[src/rtl/rmst_pkg.sv]
// rmst_pkg: shared types and constants of the range minimum segment tree unit
// no dependencies; imported by every module of the block
`default_nettype none

package rmst_pkg;

  localparam int unsigned VALUE_W = 32;
  localparam int unsigned INDEX_W = 10;
  localparam int unsigned COUNT_W = 11;

  localparam logic [COUNT_W-1:0] COUNT_RESET = 11'd1024;

  // largest positive value, held by every node after the clearing sweep
  localparam logic signed [VALUE_W-1:0] TOP_VALUE = 32'sh7FFF_FFFF;

  localparam logic OP_WRITE = 1'b0;
  localparam logic OP_QUERY = 1'b1;

  localparam logic ST_DONE    = 1'b0;
  localparam logic ST_IGNORED = 1'b1;

  typedef enum logic [4:0] {
    S_CLEAR  = 5'b00001,
    S_IDLE   = 5'b00010,
    S_WUP    = 5'b00100,
    S_QLEFT  = 5'b01000,
    S_QRIGHT = 5'b10000
  } rmst_state_e;

endpackage : rmst_pkg

`default_nettype wire

[src/rtl/rmst_min_unit.sv]
// rmst_min_unit: the shared signed minimum, used by both the update walk and the query walk
// depends on rmst_pkg for the word width
`default_nettype none

module rmst_min_unit
  import rmst_pkg::*;
(
  input  wire  signed [VALUE_W-1:0] a_i,
  input  wire  signed [VALUE_W-1:0] b_i,
  output logic signed [VALUE_W-1:0] min_o
);

  assign min_o = (a_i <= b_i) ? a_i : b_i;

endmodule : rmst_min_unit

`default_nettype wire

[config.mk]
export PLATFORM = sky130hd
export DESIGN_NAME = rmst_min_unit
export DESIGN_NICKNAME = d
export VERILOG_FILES = /design/src/rtl/rmst_pkg.sv /design/src/rtl/rmst_min_unit.sv
export SDC_FILE = /design/constraint.sdc
export NUM_CORES = 1
export LEC_CHECK = 0
export BUFFER_PORTS_ARGS = -buffer_cell sky130_fd_sc_hd__buf_4
export CAP_MARGIN = 10
export CELL_PAD_IN_SITES_DETAIL_PLACEMENT = 0
export CELL_PAD_IN_SITES_GLOBAL_PLACEMENT = 1
export CORE_MARGIN = 10
export CORE_UTILIZATION = 38
export DETAILED_ROUTE_END_ITERATION = 10
export PLACE_DENSITY_LB_ADDON = 0.3
export SETUP_SLACK_MARGIN = 0.2
export SYNTH_ARGS = -nofsm -noshare
export SYNTH_HDL_FRONTEND = slang
export SYNTH_SLANG_ARGS = --single-unit
export TNS_END_PERCENT = 5
[constraint.sdc]
create_clock -name vclk -period 4.77
set_clock_uncertainty 0.2 [all_clocks]
set_input_delay 0.7155 -clock vclk [all_inputs]
set_output_delay 0.7155 -clock vclk [all_outputs]
set_load 0.02 [all_outputs]
## Word-level counts from Yosys, hierarchy flattened

Index checks and enable logic that the tools add are counted.

- Register bits after elaboration: 0
- Bits in latches: 0
- RAM bits: 0
- Bits in read-only memories: 0
- Input port bits: 64
- Output and inout bits: 32
- Memories kept: 0

- Add/sub/neg operators: 0
- Multipliers: 0
- Div/mod/pow operators: 0
- Order comparisons: 1
- Eq/ne operators: 0
- Shift operators: 0
- Muxes and demuxes: 1
- Bitwise operators: 0
- Reduce and logical (&&, ||, !) cells: 0

Operators by type and width:

| cell | count |
|---|---|
| 32-bit less-or-equal comparator | 1 |
| 32-bit two-way mux | 1 |

## Depth between registers and ports, before layout

Gate-level depths: netlist of run 1.

- Depth after elaboration: 2
- Mapped depth: 13
- Gate-level depth less buffers: 9

## Least setup slack after synthesis of run 1

OpenSTA, ideal clock, no wires.

- Path type: input to output
- Start point: in b_i[31]
- End point: out min_o[1]
- Data arrival time: 2.886 ns
- Required time: 3.855 ns
- Slack: 0.968 ns
- Stages: 12
- Path through: inv_1 -> ha_1 -> buf_4 -> nand4_4 -> nor3_2 -> a221oi_2 -> and3_1 -> buf_2 -> a21boi_2 -> buf_6 -> buf_6 -> a311oi_1

- Word-level cells in the longest chain between the ends: 2

RTL lines:

| element | RTL line | source |
|---|---|---|
| from (decl) | rmst_min_unit.sv:9 | `input wire signed [VALUE_W-1:0] b_i,` |
| 32-bit less-or-equal comparator | rmst_min_unit.sv:13 | `assign min_o = (a_i <= b_i) ? a_i : b_i;` |
| 32-bit two-way mux | rmst_min_unit.sv:13 |  |
| to (decl) | rmst_min_unit.sv:10 | `output logic signed [VALUE_W-1:0] min_o` |

No other way between the ends.

## Worst setup path after layout of run 1

- Start point: in b_i[26]
- End point: out min_o[21]

The elaborated chain is that of the path after synthesis.

==> results of run 1 <==
-- Yosys cell counts (2+ instances only) --
library cell / n
inv_1: 64
nand3_1: 36
nor2_1: 33
ha_1: 32
o22a_1: 32
o22ai_1: 32
a311oi_2: 28
clkbuf_1: 17
a21oi_1: 13
nand2_1: 8
nand4_1: 7
buf_2: 6
a311oi_1: 4
buf_4: 4
buf_6: 4
o21ai_0: 3
nor3_1: 2
o211ai_1: 2
-- worst min-delay path, cell delays in order --
cell and delay (ns):
buf_4 0.13, inv_1 0.04, a311oi_1 0.08, buf_4 0.15
-- kinds of logic (layout without fill, tap and decap cells) --
family	after synthesis	count (layout)	share of synthesized area [%]
and+or+nand+nor	94	94	19.8
buffers and inverters	95	168	17.4
AOI/OAI and AO/OA	119	119	45.9
adders and majority gates	32	32	17.0
-- per-stage QoR --
stage	instances	power [mW]	utilization [%]
2_1_floorplan	340	0.333	-
3_3_place_gp	488	0.500	51.8
3_5_place_dp	488	0.504	51.8
4_1_cts	488	0.506	51.8
5_1_grt	488	0.548	51.8
6_report	488	0.500	51.8
-- final cells by class --
class | count | area (sq um) | area share [%]
inverters | 64 | 240 | 7.78
multi-input cells | 245 | 1970 | 63.9
well taps | 75 | 93.8 | 3.04
repair buffers | 104 | 781 | 25.3
-- power groups by stage --
stage | sequential [mW] | combinational (mW) | clock, mW
floorplan | 0 | 0.333 | 0
global placement | 0 | 0.500 | 0
detailed placement | 0 | 0.504 | 0
CTS | 0 | 0.506 | 0
global route | 0 | 0.548 | 0
finish | 0 | 0.500 | 0
-- per-layer routing --
metal | part of all wire [%] | global-route usage, %
met5 | 0 | 0
met1 | 45 | 18.7
met4 | 0.28 | 0.662
met2 | 47 | 23.9
met3 | 7.0 | 2.65
-- worst max path at each step --
stage / to / depth (start not counted)
floorplan: min_o[1] / 12
global placement: min_o[21] / 10
detailed placement: min_o[21] / 11
CTS: min_o[21] / 11
global route: min_o[21] / 11
finish: min_o[21] / 11
==> parameters.txt, run 1 <==
Parameter                              Value

Run status
  Outcome    completed

Timing
  Endpoints failing setup    0
  Highest Clock Rate    between 200 and 250 MHz
  Post-layout min period    around 4.2 ns
  Share of the clock period used by the worst path after layout    roughly 90%
  Worst Hold Slack    1.63 ns
  Final count of hold timing violations    0
  TNS Setup    0 ns
  Fin. max-slew vios    0
  Worst slew margin    between 20% and 30%
  Transition time at the pin with the least slew margin    around 1.1 ns
  Setup repair after global routing missed its margin    false
  Setup ws final    around 0.55 ns

Final layout
  Signed area change from the synthesized netlist to the final layout    31.0%
  Fraction of layout instances using a drive strength above 1    about 34%
  Fill cell total of the finished layout    ~640
  Clock buffer instance count of the final layout    0
  Leading cell types in the layout, fill and taps excluded    buf_4, inv_1, nand3_1, nor2_1
  FF+latch area    0 sq um
  Final layout net count    between 500 and 600
  Leading cell type in the layout, fill and taps excluded    buf_4
  Num sequential    0
  Cell area after layout    3090 sq um
  Antenna cells    0

Routing
  Antenna Nets Post-Route    0
  Starting DRT DRC Count    96
  Routed WL per cell    between 15 and 20 um
  Via count normalized by instance count    approximately 5.7
  Drt drc    0
  Total wirelength of the detailed-routed design    approximately 7600 um
  Detailed-router iteration count before antenna repair    4
  Vias after detailed routing    between 2000 and 3000

Synthesis
  Number of library cell types mapped by synthesis    31
  Top cell type's share of synthesized area    17.8%
  Top area cells in the synthesized netlist    a311oi_2, ha_1, o22a_1
  Share of the yosys chip area belonging to registers    0%
  Post-synth net total    between 400 and 500
  Post-Syn Area    approximately 2400 sq um
  Gate Count Post-Synth    340
  Area leader, netlist    a311oi_2
  Number of synthesis warnings    0
  Avg Synthesized Cell Area    about 6.9 sq um

Place
  RePlAce Congestion    approximately 0.78
  Half-perimeter wire length after detailed placement    about 6000 um
  Setup slack after placement    approximately 0.53 ns
  Area after DPL    roughly 3000 sq um
  Count of input and output buffers    between 90 and 100

Worst setup path
  Arrival time at the worst endpoint    about 3.3 ns
  Highest cell delay on the worst timing path    about 0.52 ns
  Buffering stage count on the worst path with inverters included    4
  Critical path, cell by cell    buf_4 -> inv_1 -> ha_1 -> nand4_1 -> nor4_2 -> nand3_2 -> buf_4 -> nand3_1 -> o22ai_1 -> a311oi_2 -> buf_4
  Most repeated library cell on the critical path    buf_4
  Sort of element at the end of the critical path    output pin
  Origin of the worst setup path    b_i[26]
  Slowest CP cell    nor4_2
  Data required time of the critical path    3.85 ns
  Crit-path leading delay family    simple AND/OR/NAND/NOR gates
  Worst setup path category    primary input to output pin
  CP Launch Type    primary input
  Largest fanout on the critical path    32

Power
  Reported net switching power    roughly 0.28 mW
  Peak supply drop    about 0.13 mV
  Sw Share    55.3%
  Power Dens Cells    ~160 nW/um^2
  Leakage Power    between 1.5 and 2 nW
  Combinational Power Share    between 90% and 100%
  Internal portion of total power    around 0.22 mW
  Clock network power share    0%
  Sequential cell fraction of total power    0%

Clocking
  Post-CTS repair timing setup buffer count    0
  Count of hold-fix buffers inserted at cts    0
  Number of resized instances in the post-cts repair step    0

Die
  Initial cell density of the core    roughly 40%
  Total die area    9750 sq um
  Placeable core region    slightly below 6000 sq um
  Chip Width    98.8 um
  Die Y    between 90 and 100 um
  I/O pins    96
  Number of rows in the core area    28

Global routing
  Maximum number of pins on one net before global-route repair    97
  GRT Residual Overflow    0
  Via count of the first global-routing pass    ~2600
  Number of antenna violations at the first check in global routing    0
  Wire length of the first global-routing pass    12500 um
  Total global routing track utilization    between 10 and 15%

Worst hold path
  Hold endpoint    min_o[30]
  WHS Path Cells    4
  Class of the most critical hold timing path    primary input to output pin
  Worst Min Path Start    a_i[30]

Job
  Number of violations of the max-capacitance limit    0
Note: power is estimated with default switching activity, not from simulation.
==> run 2, diff against run 1 <==
clock period = 4.9 ns   (was 4.77 ns; I/O delays follow)
==> parameters.txt, run 2 (same netlist as run 1, synthesis figures left out) <==
Parameter                              Value

Run status
  Outcome    completed

Die
  Placeable core region    5960 sq um (unchanged)
  I/O pins    96 (unchanged)
  Initial cell density of the core    39.6% (unchanged)
  Die Y    98.8 um (unchanged)
  Number of rows in the core area    28 (unchanged)
  Chip Width    98.8 um (unchanged)
  Total die area    9750 sq um (unchanged)

Worst setup path
  Sort of element at the end of the critical path    output pin
  Critical path depth in cells    11 (unchanged)
  Timing endpoint of the critical path    min_o[22]
  Critical path, cell by cell    buf_4 -> inv_1 -> ha_1 -> nand4_1 -> nor4_2 -> nand3_2 -> buf_4 -> nand3_1 -> o22ai_1 -> a311oi_2 -> buf_4
  Highest cell delay on the worst timing path    0.54 ns (+0.02 ns)
  Data required time of the critical path    3.96 ns (+0.11 ns)
  Arrival time at the worst endpoint    3.33 ns (+0.02 ns)
  CP Launch Type    primary input
  Buffering stage count on the worst path with inverters included    4 (unchanged)
  Origin of the worst setup path    b_i[25]
  Worst setup path category    primary input to output pin
  Crit-path leading delay family    simple AND/OR/NAND/NOR gates
  Slowest CP cell    nor4_2
  Most repeated library cell on the critical path    buf_4
  Largest fanout on the critical path    30 (-6.3%)

Routing
  Detailed-router iteration count before antenna repair    4 (unchanged)
  Vias after detailed routing    2738 (-2.0%)
  Via count normalized by instance count    5.61 (-2.0%)
  Routed WL per cell    15.6 um (-0.16%)
  Starting DRT DRC Count    84 (-13%)
  Antenna Nets Post-Route    0 (unchanged)
  Total wirelength of the detailed-routed design    7610 um (-0.16%)
  Drt drc    0 (unchanged)

Timing
  Worst slew margin    28.3% (-1.1 points)
  Endpoints failing setup    0 (unchanged)
  Setup repair after global routing missed its margin    false
  Worst Hold Slack    1.66 ns (+0.0338 ns)
  TNS Setup    0 ns (unchanged)
  Share of the clock period used by the worst path after layout    87.0%
  Post-layout min period    4.26 ns
  Final count of hold timing violations    0 (unchanged)
  Highest Clock Rate    between 200 and 250 MHz
  Fin. max-slew vios    0 (unchanged)
  Transition time at the pin with the least slew margin    1.07 ns (+0.0172 ns)

Clocking
  Count of hold-fix buffers inserted at cts    0 (unchanged)
  Post-CTS repair timing setup buffer count    0 (unchanged)
  Number of resized instances in the post-cts repair step    0 (unchanged)

Global routing
  Maximum number of pins on one net before global-route repair    97 (unchanged)
  Total global routing track utilization    14.3% (+0.20 points)
  Number of antenna violations at the first check in global routing    0 (unchanged)
  Via count of the first global-routing pass    2715 (+2.8%)
  GRT Residual Overflow    0 (unchanged)
  Wire length of the first global-routing pass    12800 um (+1.7%)

Worst hold path
  Class of the most critical hold timing path    primary input to output pin
  Worst Min Path Start    a_i[30]

Final layout
  Leading cell types in the layout, fill and taps excluded    buf_4, inv_1, nand3_1, nor2_1
  Fraction of layout instances using a drive strength above 1    33.9% (unchanged)
  Signed area change from the synthesized netlist to the final layout    31.0% (unchanged)
  Final layout net count    511 (unchanged)
  Leading cell type in the layout, fill and taps excluded    buf_4
  Clock buffer instance count of the final layout    0 (unchanged)
  Antenna cells    0 (unchanged)
  Num sequential    0 (unchanged)
  FF+latch area    0 sq um (unchanged)

Power
  Power Dens Cells    158 nW/um^2 (-2.3%)
  Peak supply drop    0.0856 mV (-35%)
  Total power consumption of the routed design    0.488 mW (-2.3%)
  Leakage Power    1.51 nW (unchanged)

Place
  Count of input and output buffers    96 (unchanged)
  RePlAce Congestion    0.773 (-1.0%)
  Half-perimeter wire length after detailed placement    5840 um (about the same)

Job
  Number of violations of the max-capacitance limit    0 (unchanged)
[run 2: cell counts in the layout (fill, tap and decap cells not counted)]
Identical to the previous run, type by type.
[run 2: cell type report]
cell class	instances	area (sq um)
repair buffers	104	781
well taps	75	93.8
fillers	635	2870
inverters	64	240
multi-input cells	245	1970
[run 2: worst min-delay path by stage]
stage	depth (start not counted)	end	slack, ns
finish	4	min_o[30]	1.66
floorplan	2	min_o[10]	1.47
global route	4	min_o[6]	1.71
detailed placement	4	min_o[30]	1.66
global placement	4	min_o[30]	1.66
CTS	4	min_o[30]	1.67
[run 2: per-layer routing]
metal  share of wire (%)  routed length (um)  track usage (%)  vias up
li1                    -                   -                -     1424
met1                  47                3550             18.9     1249
met2                  46                3480             23.9       63
met3                 7.4                 560             3.21        2
met4                0.25                  19            0.882        0
met5                   0                   0                0        -
[run 2: metrics by stage]
step / worst slack (ns) / cell area [sq um] / instances / util, %
2_1_floorplan: 1.06 / 2360 / 340 / -
5_1_grt: 0.413 / 3090 / 488 / 51.8
3_3_place_gp: 0.669 / 3090 / 488 / 51.8
3_5_place_dp: 0.636 / 3090 / 488 / 51.8
4_1_cts: 0.627 / 3090 / 488 / 51.8
6_report: 0.635 / 3090 / 488 / 51.8
[run 2: worst min-delay path: stages]
cell and delay (ns):
buf_4 0.12, inv_1 0.04, a311oi_1 0.08, buf_4 0.15
[run 2: power by group]
group / switching [mW] / internal (mW) / total (mW)
logic: 0.271 / 0.218 / 0.488
registers: 0 / 0 / 0
clock network: 0 / 0 / 0
